$ cat src/rtl/core/b64_pkg.sv
// Shared types, codes and alphabet functions for the Base64 stream codec.
// Depends on nothing.
package b64_pkg;

  localparam logic OP_DATA    = 1'b0;
  localparam logic OP_FINISH  = 1'b1;
  localparam logic DIR_ENCODE = 1'b0;
  localparam logic DIR_DECODE = 1'b1;

  localparam logic [1:0] PH_0 = 2'd0;
  localparam logic [1:0] PH_1 = 2'd1;
  localparam logic [1:0] PH_2 = 2'd2;
  localparam logic [1:0] PH_3 = 2'd3;

  localparam logic [7:0] PAD_CHAR = 8'h3d;
  localparam logic [7:0] SYM_PAD  = 8'hfe;
  localparam logic [7:0] SYM_BAD  = 8'hff;

  typedef struct packed {
    logic [1:0] phase;
    logic [7:0] carried_bits;
    logic       padding_stop;
  } b64_state_t;

  typedef struct packed {
    logic [7:0] data_out;
    logic       invalid;
    logic       last;
  } b64_res_t;

  // What one word does: its results, how many, and the state it leaves.
  typedef struct packed {
    b64_state_t     state;
    logic [1:0]     count;
    b64_res_t [2:0] res;
  } b64_step_t;

  function automatic logic [7:0] chr_of(input logic [5:0] v);
    logic [7:0] v8;
    v8 = {2'b00, v};
    if (v < 6'd26)      return 8'(8'h41 + v8);
    else if (v < 6'd52) return 8'(8'h61 + v8 - 8'd26);
    else if (v < 6'd62) return 8'(8'h30 + v8 - 8'd52);
    else if (v == 6'd62) return 8'h2b;
    else                return 8'h2f;
  endfunction

  function automatic logic [7:0] sym_of(input logic [7:0] c);
    if (c >= 8'h41 && c <= 8'h5a)      return 8'(c - 8'h41);
    else if (c >= 8'h61 && c <= 8'h7a) return 8'(c - 8'h61 + 8'd26);
    else if (c >= 8'h30 && c <= 8'h39) return 8'(c - 8'h30 + 8'd52);
    else if (c == 8'h2b)               return 8'd62;
    else if (c == 8'h2f)               return 8'd63;
    else if (c == PAD_CHAR)            return SYM_PAD;
    else                               return SYM_BAD;
  endfunction

endpackage

$ cat src/rtl/core/b64_in_if.sv
// Input channel of the Base64 codec: one byte or character per word.
// Depends on nothing.
interface b64_in_if;
  logic       valid;
  logic       ready;
  logic       operation;
  logic [7:0] data_in;

  modport source (output valid, output operation, output data_in, input ready);
  modport sink (input valid, input operation, input data_in, output ready);
endinterface

$ cat src/rtl/core/b64_out_if.sv
// Result channel of the Base64 codec: one character or byte per word.
// Depends on nothing.
interface b64_out_if;
  logic       valid;
  logic       ready;
  logic [7:0] data_out;
  logic       invalid;
  logic       last;

  modport source (output valid, output data_out, output invalid, output last, input ready);
  modport sink (input valid, input data_out, input invalid, input last, output ready);
endinterface

$ cat src/rtl/core/b64_cfg_if.sv
// Configuration write channel of the Base64 codec: the direction register.
// Depends on nothing.
interface b64_cfg_if;
  logic valid;
  logic ready;
  logic direction;

  modport source (output valid, output direction, input ready);
  modport sink (input valid, input direction, output ready);
endinterface

$ cat src/rtl/core/b64_step.sv
// Combinational step: one word plus codec state gives results and next state.
// Depends on b64_pkg.
module b64_step import b64_pkg::*; (
  input  logic       direction,
  input  logic       operation,
  input  logic [7:0] data_in,
  input  b64_state_t state,
  output b64_step_t  step
);

  logic [7:0] b;
  logic [7:0] d;
  logic [7:0] cb;
  logic [1:0] cnt;
  b64_res_t [2:0] res;
  b64_state_t nst;

  assign b  = data_in;
  assign cb = state.carried_bits;
  assign d  = sym_of(data_in);

  always_comb begin
    nst = state;
    cnt = 2'd0;
    for (int k = 0; k < 3; k++) begin
      res[k] = '0;
    end

    if (operation == OP_FINISH) begin
      if (direction == DIR_ENCODE) begin
        if (state.phase == PH_1 || state.phase == PH_2) begin
          res[0].data_out = chr_of(cb[5:0]);
          res[1].data_out = PAD_CHAR;
          res[2].data_out = PAD_CHAR;
          cnt = (state.phase == PH_1) ? 2'd3 : 2'd2;
        end
      end
      nst = '0;
    end else if (direction == DIR_ENCODE) begin
      case (state.phase)
        PH_1: begin
          res[0].data_out  = chr_of(cb[5:0] | {2'b00, b[7:4]});
          nst.carried_bits = {2'b00, b[3:0], 2'b00};
          nst.phase        = PH_2;
          cnt              = 2'd1;
        end
        PH_2: begin
          res[0].data_out  = chr_of(cb[5:0] | {4'b0000, b[7:6]});
          res[1].data_out  = chr_of(b[5:0]);
          nst.carried_bits = '0;
          nst.phase        = PH_0;
          cnt              = 2'd2;
        end
        default: begin
          // phase 3 only after a mid-message direction change: start afresh
          res[0].data_out  = chr_of(b[7:2]);
          nst.carried_bits = {2'b00, b[1:0], 4'b0000};
          nst.phase        = PH_1;
          cnt              = 2'd1;
        end
      endcase
    end else if (!state.padding_stop) begin
      if (d == SYM_PAD && (state.phase == PH_2 || state.phase == PH_3)) begin
        nst.padding_stop = 1'b1;
      end else if (d[7]) begin
        res[0].invalid = 1'b1;
        cnt            = 2'd1;
      end else begin
        case (state.phase)
          PH_0: begin
            nst.carried_bits = {d[5:0], 2'b00};
            nst.phase        = PH_1;
          end
          PH_1: begin
            res[0].data_out  = cb | {6'b000000, d[5:4]};
            nst.carried_bits = {d[3:0], 4'b0000};
            nst.phase        = PH_2;
            cnt              = 2'd1;
          end
          PH_2: begin
            res[0].data_out  = cb | {4'b0000, d[5:2]};
            nst.carried_bits = {d[1:0], 6'b000000};
            nst.phase        = PH_3;
            cnt              = 2'd1;
          end
          default: begin
            res[0].data_out  = cb | {2'b00, d[5:0]};
            nst.carried_bits = '0;
            nst.phase        = PH_0;
            cnt              = 2'd1;
          end
        endcase
      end
    end

    case (cnt)
      2'd1:    res[0].last = 1'b1;
      2'd2:    res[1].last = 1'b1;
      2'd3:    res[2].last = 1'b1;
      default: ;
    endcase
  end

  assign step.state = nst;
  assign step.count = cnt;
  assign step.res   = res;

endmodule

$ cat src/rtl/core/b64_result_buf.sv
// Result buffer: holds up to three results of one word, drains one per cycle while the output is ready.
// Depends on b64_pkg and b64_out_if.
module b64_result_buf import b64_pkg::*; (
  input  logic             clk,
  input  logic             rst_n,
  input  logic             load,
  input  b64_step_t        step,
  output logic             free,
  b64_out_if.source        out_chan
);

  logic [1:0]     cnt_r, cnt_nxt;
  b64_res_t [2:0] res_r, res_nxt;
  logic           pop;

  assign pop  = out_chan.valid && out_chan.ready;
  // room for a new set once the buffer is empty or its final word leaves now
  assign free = (cnt_r == 2'd0) || (cnt_r == 2'd1 && pop);

  assign out_chan.valid    = (cnt_r != 2'd0);
  assign out_chan.data_out = res_r[0].data_out;
  assign out_chan.invalid  = res_r[0].invalid;
  assign out_chan.last     = res_r[0].last;

  always_comb begin
    cnt_nxt = cnt_r;
    res_nxt = res_r;
    if (load) begin
      cnt_nxt = step.count;
      res_nxt = step.res;
    end else if (pop) begin
      cnt_nxt    = 2'(cnt_r - 2'd1);
      res_nxt[0] = res_r[1];
      res_nxt[1] = res_r[2];
    end
  end

  always_ff @(posedge clk) begin
    if (!rst_n) begin
      cnt_r <= '0;
    end else begin
      cnt_r <= cnt_nxt;
    end
  end

  always_ff @(posedge clk) begin
    res_r <= res_nxt;
  end

endmodule

$ cat src/rtl/core/base64_stream_codec.sv
// Streaming Base64 codec, standard alphabet (A-Z a-z 0-9 + /) with '=' padding.
// The cfg direction bit selects encode (0: bytes in, characters out) or decode
// (1: characters in, bytes out); write it only while the codec is idle. An input
// word with operation=1 finishes the message: in encode it flushes the carried
// bits as one character plus "==" or "=", in decode it drops an unfinished
// group and clears a padding stop. Every word that produces results marks its
// final result with last; a bad decode character gives one word with invalid=1
// and data 0 and leaves the decoder state alone. Words causing no result
// (first character of a group, in-place padding, words after padding) are
// swallowed silently. Timing: an accepted word waits in the input register and
// moves into the result buffer once it has room, and the buffer then offers its
// results. A word yielding zero or one result is taken every cycle while the
// output is ready; an encode byte that completes a group yields two results and
// a finish flush two or three, which the single-wide result buffer drains one
// word per cycle while the output is ready; the next word waits meanwhile. While
// a result waits at the output, the input register takes one more word and then
// holds in_chan.ready low until the buffer is empty or its final word leaves.
module base64_stream_codec import b64_pkg::*; (
  input  logic      clk,
  input  logic      rst_n,
  b64_in_if.sink    in_chan,
  b64_out_if.source out_chan,
  b64_cfg_if.sink   cfg_chan
);

  // configuration
  logic dir_r;

  // input register
  logic       in_vld_r;
  logic       in_op_r;
  logic [7:0] in_data_r;

  // codec state, updated when a word moves into the result buffer
  b64_state_t state_r;
  b64_step_t  step;
  logic       buf_free;
  logic       advance;

  assign cfg_chan.ready = 1'b1;

  assign advance       = in_vld_r && buf_free;
  assign in_chan.ready = !in_vld_r || advance;

  always_ff @(posedge clk) begin
    if (!rst_n) begin
      dir_r    <= DIR_ENCODE;
      in_vld_r <= 1'b0;
      state_r  <= '0;
    end else begin
      if (cfg_chan.valid) begin
        dir_r <= cfg_chan.direction;
      end
      if (in_chan.ready) begin
        in_vld_r <= in_chan.valid;
      end
      if (advance) begin
        state_r <= step.state;
      end
    end
  end

  // payload: no reset needed
  always_ff @(posedge clk) begin
    if (in_chan.valid && in_chan.ready) begin
      in_op_r   <= in_chan.operation;
      in_data_r <= in_chan.data_in;
    end
  end

  b64_step u_step (
    .direction (dir_r),
    .operation (in_op_r),
    .data_in   (in_data_r),
    .state     (state_r),
    .step      (step)
  );

  b64_result_buf u_buf (
    .clk      (clk),
    .rst_n    (rst_n),
    .load     (advance),
    .step     (step),
    .free     (buf_free),
    .out_chan (out_chan)
  );

endmodule

$ cat src/flat_wrapper.sv
// flat-port wrapper written by rule: the top's interface ports become plain ports
module base64_stream_codec_flat import b64_pkg::*;
  (clk, rst_n, in_chan_valid, in_chan_operation, in_chan_data_in, in_chan_ready, out_chan_valid, out_chan_data_out, out_chan_invalid, out_chan_last, out_chan_ready, cfg_chan_valid, cfg_chan_direction, cfg_chan_ready);
  b64_in_if in_chan_i ();
  b64_out_if out_chan_i ();
  b64_cfg_if cfg_chan_i ();
  input  logic clk;
  input  logic rst_n;
  input wire logic [$bits(in_chan_i.valid)-1:0] in_chan_valid;
  input wire logic [$bits(in_chan_i.operation)-1:0] in_chan_operation;
  input wire logic [$bits(in_chan_i.data_in)-1:0] in_chan_data_in;
  output wire logic [$bits(in_chan_i.ready)-1:0] in_chan_ready;
  output wire logic [$bits(out_chan_i.valid)-1:0] out_chan_valid;
  output wire logic [$bits(out_chan_i.data_out)-1:0] out_chan_data_out;
  output wire logic [$bits(out_chan_i.invalid)-1:0] out_chan_invalid;
  output wire logic [$bits(out_chan_i.last)-1:0] out_chan_last;
  input wire logic [$bits(out_chan_i.ready)-1:0] out_chan_ready;
  input wire logic [$bits(cfg_chan_i.valid)-1:0] cfg_chan_valid;
  input wire logic [$bits(cfg_chan_i.direction)-1:0] cfg_chan_direction;
  output wire logic [$bits(cfg_chan_i.ready)-1:0] cfg_chan_ready;
  assign in_chan_i.valid = in_chan_valid;
  assign in_chan_i.operation = in_chan_operation;
  assign in_chan_i.data_in = in_chan_data_in;
  assign in_chan_ready = in_chan_i.ready;
  assign out_chan_valid = out_chan_i.valid;
  assign out_chan_data_out = out_chan_i.data_out;
  assign out_chan_invalid = out_chan_i.invalid;
  assign out_chan_last = out_chan_i.last;
  assign out_chan_i.ready = out_chan_ready;
  assign cfg_chan_i.valid = cfg_chan_valid;
  assign cfg_chan_i.direction = cfg_chan_direction;
  assign cfg_chan_ready = cfg_chan_i.ready;
  base64_stream_codec u_core (.clk(clk), .rst_n(rst_n), .in_chan(in_chan_i), .out_chan(out_chan_i), .cfg_chan(cfg_chan_i));
endmodule
$ cat config.mk
export PLATFORM = sky130hd
export DESIGN_NAME = base64_stream_codec_flat
export DESIGN_NICKNAME = d
export VERILOG_FILES = /design/src/rtl/core/b64_pkg.sv /design/src/rtl/core/b64_in_if.sv /design/src/rtl/core/b64_out_if.sv /design/src/rtl/core/b64_cfg_if.sv /design/src/rtl/core/b64_step.sv /design/src/rtl/core/b64_result_buf.sv /design/src/rtl/core/base64_stream_codec.sv /design/src/flat_wrapper.sv
export SDC_FILE = /design/constraint.sdc
export NUM_CORES = 1
export LEC_CHECK = 0
export BUFFER_PORTS_ARGS = -buffer_cell sky130_fd_sc_hd__buf_2
export CAP_MARGIN = 30
export CORE_MARGIN = 4
export CORE_UTILIZATION = 58
export CTS_CLUSTER_SIZE = 24
export DETAILED_ROUTE_END_ITERATION = 7
export GPL_ROUTABILITY_DRIVEN = 0
export GPL_TIMING_DRIVEN = 0
export PLACE_DENSITY = 0.84
export SLEW_MARGIN = 20
export SYNTH_ARGS = -nofsm -noshare
export SYNTH_HDL_FRONTEND = slang
export SYNTH_SLANG_ARGS = --single-unit
export TNS_END_PERCENT = 20
$ cat constraint.sdc
create_clock -name clk -period 4.22 [get_ports clk]
set_input_delay 0.844 -clock clk [delete_from_list [all_inputs] [get_ports clk]]
set_output_delay 0.844 -clock clk [all_outputs]
set_load 0.01 [all_outputs]
==> results of run 1 <==
==> state kept, by name, summed over array words and instances (netlist names) <==
signal	cells
u_core.in_op_r	1
u_core.in_data_r	8
u_core.state_r	9
u_core.dir_r	1
u_core.u_buf.res_r	11
u_core.in_vld_r	1
u_core.u_buf.out_chan.invalid	1
u_core.u_buf.out_chan.data_out	8
u_core.u_buf.cnt_r	2
u_core.u_buf.out_chan.last	1
==> kinds of logic (layout without fill, tap and decap cells) <==
group	after synthesis	in the layout	synth area share [%]
xor+xnor	16	16	2.864
other cells	1	1	0.07663
fa+ha+maj	36	36	9.205
buf+inv	88	122	8.412
simple gates	222	222	23.45
flops	43	43	23.73
mux	9	9	1.969
compound gates	211	211	30.30
==> metrics by stage <==
stage | cell area (sq um) | instances | total power (uW) | hold WS (ps)
2_1_floorplan | 4893 | 626 | 1444 | 444.7
3_3_place_gp | 5155 | 757 | 1708 | 461.9
3_5_place_dp | 5155 | 757 | 1751 | 469.6
4_1_cts | 5248 | 765 | 2030 | 482.7
5_1_grt | 5248 | 765 | 2173 | 505.6
6_report | 5248 | 765 | 2066 | 489.2
==> critical path: cells and delay by family, from the launching register on <==
kind | cells | cell delay [ps]
and+or+nand+nor | 5 | 1190
buffers and inverters | 4 | 1090
AOI/OAI and AO/OA | 3 | 610
DFF | 1 | 500
adders and majority gates | 1 | 320
==> layout make-up <==
type / instances / area share, %
multi-input cells: 495 / 63.28
flip-flops and latches: 43 / 22.13
plain buffers: 58 / 5.699
well taps: 105 / 2.504
repair buffers: 26 / 2.480
inverters: 30 / 2.146
clock buffers: 5 / 1.311
clock inverters: 3 / 0.4530
==> layer usage <==
metal / part of all wire [%] / vias up / GRT usage [%]
met4: 5.9 / 0 / 14.71
met1: 38 / 2368 / 40.30
met5: 0 / - / 0
li1: - / 2377 / -
met2: 43 / 484 / 47.46
met3: 13 / 108 / 6.324
==> path summary, 6_finish.rpt <==
| path | startpoint | to | slack, ps | cells past startpoint |
|---|---|---|---|---|
| setup / recovery | u_core.in_data_r[5]$_DFFE_PP_ | u_core.u_buf.out_chan.last$_DFFE_PP_ | 250 | 13 |
| hold / removal | u_core.state_r[7]$_SDFFE_PN0P_ | u_core.state_r[7]$_SDFFE_PN0P_ | 490 | 2 |
| setup reg to reg | u_core.in_data_r[5]$_DFFE_PP_ | u_core.u_buf.out_chan.last$_DFFE_PP_ | 250 | 13 |
| hold reg to reg | u_core.state_r[7]$_SDFFE_PN0P_ | u_core.state_r[7]$_SDFFE_PN0P_ | 490 | 2 |
==> power by group <==
group,leakage [uW],switching (uW),internal (uW)
Sequential,0.000396,49.9,619
Clock,0.0000408,167,119
Combinational,0.00152,708,404
Total,0.00196,925,1140
==> layout by cell type, fill, tap and decap left out, drive strengths merged, types with 14 or more instances in the layout <==
cell	count
nand3	26
buf	47
edfxtp	30
nor2	47
ha	36
o21ai	41
inv	29
clkbuf	42
a31oi	14
a21oi	55
nand2	59
==> flow_metrics.py, run 1 <==
metrics = {
    "status": {
        "outcome": "finished clean",
    },
    "place": {
        "place.port_buffers": 26,
        "hpwl_mm": 11.40,
        "place_ws_ps": 387.8,
    },
    "critical_path": {
        "cpMostUsedCell": "buf_6",
        "slowest_delay_ps": 540,
        "crit_path_start_kind": "flip-flop",
        "critPathArrivalTime_ps": 4030,
        "cp_cell_sequence": "buf_1 -> inv_2 -> ha_1 -> or3_1 -> o311ai_2 -> and3_1 -> buf_6 -> buf_6 -> nor4b_2 -> a211oi_4 -> nand4_1 -> nor4_1 -> o21ai_1",
        "slowest_stage": "buf_1",
        "setup.worst_path.end_class": "flip-flop",
        "worst_ep_required_time_ps": 4280,
        "crit_type": "flip-flop to flip-flop",
        "critPathMaxFanout": 12,
    },
    "sta": {
        "fin_crit_ps": 3970,
        "setup_tns_ps": 0,
        "rsz0062_at_grt": "no",
        "hold_violations": 0,
        "timing.fmax_mhz": 251.9,
        "fin_ws_ps": 250.3,
        "skew_ps": 8.700,
        "post-route-period-util_pct": 94.07,
        "finalMaxSlewViolations": 0,
        "worst_pin_slew_ps": 864.4,
        "setup_viol": 0,
        "slew_headroom_pct": 42.37,
    },
    "detailed_routing": {
        "drtIter0Drc": 987,
        "post_drt_wl_per_cell_um": 20.05,
        "routed-via-count": 5337,
        "drt_pass1_iterations": 7,
        "ant_nets": 0,
        "wl_mm": 15.34,
        "route.detailed.drc": 0,
        "via_per_inst": 6.976,
    },
    "grt": {
        "first_global_vias": 4793,
        "grt_antenna_before_repair": 0,
        "grt_pass1_wl_mm": 24.43,
        "grt.overflow.total": 0,
        "grt_max_degree": 21,
        "track_usage_pct": 30.47,
    },
    "yosys": {
        "async_flop_share_pct": 0,
        "ys_seq_elements": 43,
        "synth_cell_types": 86,
        "yosysMostFrequentCell": "nand2_1",
        "synth_top_cells_by_count": "nand2_1 (59), a21oi_1 (53), nor2_1 (47)",
        "synthesis.area_sq_mm": 0.004893,
        "synth-seq-area-share_pct": 23.73,
        "yosysWarnings": 0,
        "syn_inst": 626,
        "syn_area_per_cell_sq_um": 7.817,
        "ys.flop_type": "edfxtp_1",
        "synth_edf_count": 30,
        "yosysTopAreaCell": "edfxtp_1",
        "synth_area_leaders": "edfxtp_1 (18%), ha_1 (9.2%), a21oi_1 (5.4%), dfxtp_1 (5.3%), nand2_1 (4.5%)",
        "syn_nets": 677,
        "synth_top_area_share_pct": 18.41,
    },
    "finish": {
        "multi_input_area_sq_mm": 0.003321,
        "drive_above_1_share_pct": 11.67,
        "layout.nets": 710,
        "utilization_pct": 63.86,
        "fill_cells": 712,
        "antennaDiodeCount": 0,
        "regArea_sq_mm": 0.001161,
        "syn2layout_area_growth_pct": 7.236,
    },
    "die": {
        "start_util_pct": 59.56,
        "dieArea_sq_mm": 0.009970,
        "num_rows": 33,
        "num_io_pins": 28,
        "core-area_sq_mm": 0.008217,
        "die_w_um": 99.85,
        "die-height_um": 99.85,
    },
    "power": {
        "ir_drop_mv": 0.2162,
        "power.density_mw_per_mm2": 393.8,
        "total_leakage_power_uw": 0.001961,
    },
    "clock_tree": {
        "cts-hold-fix-buffers": 0,
        "cts_tree": "built",
        "clock_latency_ps": 310,
        "cts.path.max_buffers": 2,
        "cts_buffers": 5,
        "cts.reportedPaths.clkPinSlew_ps": 90,
        "cts_resized": 0,
        "cts.sinks": 43,
        "postCtsSetupRepairBufs": 0,
        "cts_root_buf": "clkbuf_8",
        "h-tree-depth": 2,
    },
    "job": {
        "maxCapViolCount": 0,
    },
    "hold_path": {
        "hold_class": "flip-flop to flip-flop",
    },
}
No activity file was read; power rests on OpenSTA's default activity.
==> inputs of run 2 (changes only) <==
--- a/config.mk
+++ b/config.mk
@@ -8,12 +8,12 @@
 export BUFFER_PORTS_ARGS = -buffer_cell sky130_fd_sc_hd__buf_2
 export CAP_MARGIN = 30
 export CORE_MARGIN = 4
-export CORE_UTILIZATION = 58
+export CORE_UTILIZATION = 53
 export CTS_CLUSTER_SIZE = 24
 export DETAILED_ROUTE_END_ITERATION = 7
 export GPL_ROUTABILITY_DRIVEN = 0
 export GPL_TIMING_DRIVEN = 0
-export PLACE_DENSITY = 0.84
+export PLACE_DENSITY = 0.79
 export SLEW_MARGIN = 20
 export SYNTH_ARGS = -nofsm -noshare
 export SYNTH_HDL_FRONTEND = slang
==> flow_metrics.py, run 2 (synthesis gave the netlist of run 1 again) <==
metrics = {
    "clock_tree": {
        "clock_latency_ps": 310,
        "cts.reportedPaths.clkPinSlew_ps": 100,
        "cts.sinks": 43,
        "cts_tree": "built",
        "cts_buffers": 5,
        "h-tree-depth": 2,
        "cts_root_buf": "clkbuf_8",
        "cts-hold-fix-buffers": 0,
        "postCtsSetupRepairBufs": 0,
        "cts_resized": 0,
        "cts.path.max_buffers": 2,
    },
    "grt": {
        "gr-usage-met1_pct": 38.04,
        "grt_max_degree": 21,
        "first_global_vias": 4834,
        "grt_antenna_before_repair": 0,
        "busiest_layer": "met2",
        "grt_pass1_wl_mm": 25.19,
        "grt.overflow.total": 0,
        "track_usage_pct": 28.11,
        "grt_use_met2_pct": 43.22,
        "use_met3_pct": 5.214,
    },
    "power": {
        "total_leakage_power_uw": 0.001964,
        "power.density_mw_per_mm2": 394.9,
        "ir_drop_mv": 0.1629,
        "totalPowerFinal_uw": 2074,
    },
    "die": {
        "start_util_pct": 55.30,
        "num_rows": 34,
        "die_w_um": 104.1,
        "core-area_sq_mm": 0.008848,
        "dieArea_sq_mm": 0.01083,
        "die-height_um": 104.1,
        "num_io_pins": 28,
    },
    "critical_path": {
        "crit_path_start_kind": "flip-flop",
        "reg2reg_slack_ps": 300,
        "timing.rr.start": "u_core.in_data_r[2]$_DFFE_PP_",
        "setup.worst_path.end_class": "flip-flop",
        "worst_ep_required_time_ps": 4360,
        "r2r_end": "u_core.u_buf.cnt_r[0]$_SDFFE_PN0P_",
        "critPathArrivalTime_ps": 4060,
        "crit_type": "flip-flop to flip-flop",
        "worst_r2r_path_depth": 13,
        "critPathMaxFanout": 10,
    },
    "detailed_routing": {
        "via_per_inst": 6.934,
        "routed-via-count": 5325,
        "post_drt_wl_per_cell_um": 20.46,
        "ant_nets": 0,
        "wl_mm": 15.71,
        "route.detailed.drc": 0,
        "drt_pass1_iterations": 8,
        "drtIter0Drc": 901,
    },
    "finish": {
        "largest_register": "u_core.u_buf.res_r",
        "layout_commonest_cell": "nand2_1",
        "largest_reg_flops": 11,
        "largestRegisters": "u_core.u_buf.res_r: 11 flops, u_core.state_r: 9 flops",
        "layout.nets": 710,
        "layout_common_cells": "nand2_1 (59), a21oi_1 (53), nor2_1 (47)",
        "drive_above_1_share_pct": 11.82,
        "syn2layout_area_growth_pct": 7.338,
        "antennaDiodeCount": 0,
    },
    "sta": {
        "fin_crit_ps": 3923,
        "worst_pin_slew_ps": 863.0,
        "post-route-period-util_pct": 92.96,
        "timing.fmax_mhz": 254.9,
        "finalMaxSlewViolations": 0,
        "rsz0062_at_grt": "no",
        "setup_viol": 0,
        "skew_ps": 12.29,
        "slew_headroom_pct": 42.46,
        "setup_tns_ps": 0,
        "hold_violations": 0,
    },
    "hold_path": {
        "holdPathEnd": "u_core.state_r[8]$_SDFFE_PN0P_",
        "holdCritStartpoint": "u_core.state_r[8]$_SDFFE_PN0P_",
        "hold_depth": 2,
        "hold_class": "flip-flop to flip-flop",
    },
    "place": {
        "place.port_buffers": 26,
        "hpwl_mm": 11.76,
    },
    "status": {
        "outcome": "finished clean",
    },
    "job": {
        "maxCapViolCount": 0,
    },
}
## run 2: area by class of cell
class	count	area [sq um]
buffer	58	300.3
fill	818	3596
clock buffer	5	68.82
clock inverter	3	23.77
inverter	30	112.6
tap	108	135.1
timing repair buffer	26	130.1
sequential	43	1161
multi-input combinational	495	3321
## run 2: metrics by stage
stage / setup slack (ps) / util (%) / instances / area (sq um) / hold WS [ps]
floorplan: 1056 / - / 626 / 4893 / 444.7
global placement: 296.6 / 58.30 / 760 / 5159 / 460.4
detailed placement: 235.9 / 58.30 / 760 / 5159 / 465.8
CTS: 213.1 / 59.35 / 768 / 5251 / 479.7
global route: 140.2 / 59.36 / 768 / 5253 / 510.0
finish: 297.3 / 59.36 / 768 / 5253 / 477.6
## run 2: power breakdown
group / switching, uW / internal (uW)
Sequential: 54.0 / 619
Combinational: 713 / 403
Clock: 167 / 119
## run 2: how the worst max path moves through the flow
stage / to / startpoint / cells after the start
global placement: u_core.u_buf.out_chan.invalid$_SDFFCE_PP0P_ / u_core.in_data_r[2]$_DFFE_PP_ / 13
finish: u_core.u_buf.cnt_r[0]$_SDFFE_PN0P_ / u_core.in_data_r[2]$_DFFE_PP_ / 13
floorplan: u_core.u_buf.out_chan.last$_DFFE_PP_ / u_core.in_data_r[6]$_DFFE_PP_ / 11
detailed placement: u_core.u_buf.out_chan.invalid$_SDFFCE_PP0P_ / u_core.in_data_r[2]$_DFFE_PP_ / 13
global route: u_core.u_buf.cnt_r[0]$_SDFFE_PN0P_ / u_core.in_data_r[5]$_DFFE_PP_ / 13
CTS: u_core.u_buf.cnt_r[0]$_SDFFE_PN0P_ / u_core.in_data_r[2]$_DFFE_PP_ / 13
## run 2: per-layer routing
layer,wire [um],share of wire [%]
met1,6137,39
met3,1990,13
met5,0,0
met2,6752,43
met4,831,5.3
## run 2: critical path, cell delays in order, from the launching register on
cell,delay (ps)
edfxtp_1,510
clkbuf_2,340
inv_1,200
ha_1,320
a21o_1,260
o311ai_2,440
and3_1,240
buf_6,120
buf_6,140
nor4b_2,80
a211oi_4,370
nand4_1,280
o31ai_1,280
a31oi_1,160
==> inputs of run 3 (changes only) <==
--- a/config.mk
+++ b/config.mk
@@ -7,14 +7,13 @@
 export LEC_CHECK = 0
 export BUFFER_PORTS_ARGS = -buffer_cell sky130_fd_sc_hd__buf_2
 export CAP_MARGIN = 30
-export CORE_MARGIN = 4
+export CORE_MARGIN = 8
 export CORE_UTILIZATION = 53
 export CTS_CLUSTER_SIZE = 24
 export DETAILED_ROUTE_END_ITERATION = 7
 export GPL_ROUTABILITY_DRIVEN = 0
 export GPL_TIMING_DRIVEN = 0
 export PLACE_DENSITY = 0.79
-export SLEW_MARGIN = 20
 export SYNTH_ARGS = -nofsm -noshare
 export SYNTH_HDL_FRONTEND = slang
 export SYNTH_SLANG_ARGS = --single-unit
==> constraint.sdc (replaced) <==
create_clock -name clk -period 4.8 [get_ports clk]
set_input_delay 0.96 -clock clk [delete_from_list [all_inputs] [get_ports clk]]
set_output_delay 0.96 -clock clk [all_outputs]
set_load 0.01 [all_outputs]
==> flow_metrics.py, run 3 (synthesis gave the netlist of run 1 again) <==
metrics = {
    "place": {
        "place_inst": 763,
        "place.port_buffers": 26,
        "hpwl_mm": 11.73,
    },
    "hold_path": {
        "hold_depth": 2,
        "holdCritStartpoint": "u_core.state_r[7]$_SDFFE_PN0P_",
        "holdPathEnd": "u_core.state_r[7]$_SDFFE_PN0P_",
        "hold_class": "flip-flop to flip-flop",
    },
    "status": {
        "violations": "DRC",
        "outcome": "finished with violations",
    },
    "critical_path": {
        "reg2reg_slack_ps": 720,
        "setup.worst_path.end_class": "flip-flop",
        "worst_ep_required_time_ps": 4860,
        "crit_path_start_kind": "flip-flop",
        "critPathArrivalTime_ps": 4140,
        "crit_type": "flip-flop to flip-flop",
        "worst_r2r_path_depth": 13,
        "critPathMaxFanout": 10,
        "timing.rr.start": "u_core.in_data_r[2]$_DFFE_PP_",
        "r2r_end": "u_core.u_buf.out_chan.last$_DFFE_PP_",
    },
    "power": {
        "total_leakage_power_uw": 0.001965,
        "power.density_mw_per_mm2": 344.9,
        "ir_drop_mv": 0.1435,
    },
    "clock_tree": {
        "postCtsSetupRepairBufs": 0,
        "cts_root_buf": "clkbuf_8",
        "cts_tree": "built",
        "cts.sinks": 43,
        "clock_latency_ps": 310,
        "h-tree-depth": 2,
        "cts_buffers": 5,
        "cts.reportedPaths.clkPinSlew_ps": 90,
        "cts.path.max_buffers": 2,
        "cts_resized": 0,
        "cts-hold-fix-buffers": 0,
    },
    "sta": {
        "timing.fmax_mhz": 245.2,
        "finalMaxSlewViolations": 0,
        "setup_viol": 0,
        "slew_headroom_pct": 45.72,
        "post-route-period-util_pct": 84.98,
        "rsz0062_at_grt": "no",
        "setup_tns_ps": 0,
        "fin_crit_ps": 4079,
        "skew_ps": 12.54,
        "worst_pin_slew_ps": 814.2,
        "hold_violations": 0,
    },
    "die": {
        "start_util_pct": 53.72,
        "num_io_pins": 28,
        "die_w_um": 112.1,
        "core-area_sq_mm": 0.009109,
        "die-height_um": 112.1,
        "num_rows": 35,
        "dieArea_sq_mm": 0.01256,
    },
    "finish": {
        "antennaDiodeCount": 0,
        "layout_commonest_cell": "nand2_1",
        "final_cells": 771,
        "layout_common_cells": "nand2_1 (59), a21oi_1 (53), nor2_1 (47)",
        "syn2layout_area_growth_pct": 7.364,
        "fill_cells": 856,
        "largest_reg_flops": 11,
        "layout.nets": 710,
        "largestRegisters": "u_core.u_buf.res_r: 11 flops, u_core.state_r: 9 flops",
        "drive_above_1_share_pct": 11.67,
        "largest_register": "u_core.u_buf.res_r",
    },
    "detailed_routing": {
        "drt_pass1_iterations": 8,
        "routed-via-count": 5239,
        "route.detailed.drc": 3,
        "drtIter0Drc": 804,
        "post_drt_wl_per_cell_um": 20.31,
        "via_per_inst": 6.795,
        "ant_nets": 0,
        "wl_mm": 15.66,
    },
    "grt": {
        "grt_pass1_wl_mm": 25.41,
        "grt_antenna_before_repair": 0,
        "grt_max_degree": 21,
        "first_global_vias": 4923,
        "track_usage_pct": 24.37,
        "grt.overflow.total": 0,
    },
    "job": {
        "maxCapViolCount": 0,
    },
}
## run 3: cell count changes in the layout (fill, tap and decap cells not counted), sizes merged
cell,delta
clkinvlp,-1
inv,+1
## run 3: report_power, final
| group | internal [uW] | total (uW) | switching, uW | leakage (uW) |
|---|---|---|---|---|
| Sequential | 544 | 590 | 45.4 | 0.000396 |
| Combinational | 354 | 970 | 616 | 0.00152 |
| Clock | 105 | 253 | 148 | 0.0000451 |
| Total | 1000 | 1810 | 809 | 0.00196 |
## run 3: worst max-delay path, stage by stage, from the launching register on
cell,delay (ps)
edfxtp_1,500
clkbuf_1,470
inv_1,270
ha_1,340
a21o_1,260
o311ai_2,380
and3_1,240
buf_6,120
buf_6,140
nor4b_2,80
a211oi_4,360
nand4_1,300
nor4_1,260
o21ai_1,110
## run 3: per-stage QoR
stage               utilization (%)  total power, uW  hold WS, ps  cell area [sq um]  worst slack (ps)
floorplan                         -             1269        444.7               4893              1636
global placement              56.68             1503        466.7               5162             962.1
detailed placement            56.68             1534        467.6               5162             912.7
CTS                           57.68             1781        481.6               5254             913.4
global route                  57.68             1916        513.1               5254             524.9
finish                        57.68             1812        484.4               5254             721.2
## run 3: metal layers
metal	vias up	track usage (%)	wire length (um)
met4	0	11.69	810
met1	2368	31.60	6157
li1	2375	-	-
met2	419	37.45	6790
met5	-	0	0
met3	77	5.582	1897
## run 3: layout make-up
type                            instances  area, sq um  area share (%)
Tap cell                              111        138.9           2.643
Timing Repair Buffer                   26        130.1           2.477
Inverter                               30        112.6           2.143
Buffer                                 58        299.0           5.692
Multi-Input combinational cell        495         3321           63.21
Sequential cell                        43         1161           22.10
Clock buffer                            5        68.82           1.310
Clock inverter                          3        22.52          0.4287
## run 3: worst max path at each step
| stage | from | to | cells after the start |
|---|---|---|---|
| 4_1_cts | u_core.in_data_r[2]$_DFFE_PP_ | u_core.u_buf.out_chan.last$_DFFE_PP_ | 13 |
| 2_1_floorplan | u_core.in_data_r[6]$_DFFE_PP_ | u_core.u_buf.out_chan.last$_DFFE_PP_ | 11 |
| 6_report | u_core.in_data_r[2]$_DFFE_PP_ | u_core.u_buf.out_chan.last$_DFFE_PP_ | 13 |
| 5_1_grt | u_core.in_data_r[2]$_DFFE_PP_ | u_core.u_buf.out_chan.last$_DFFE_PP_ | 13 |
| 3_3_place_gp | u_core.in_data_r[2]$_DFFE_PP_ | u_core.u_buf.out_chan.last$_DFFE_PP_ | 13 |
| 3_5_place_dp | u_core.in_data_r[2]$_DFFE_PP_ | u_core.u_buf.out_chan.last$_DFFE_PP_ | 13 |
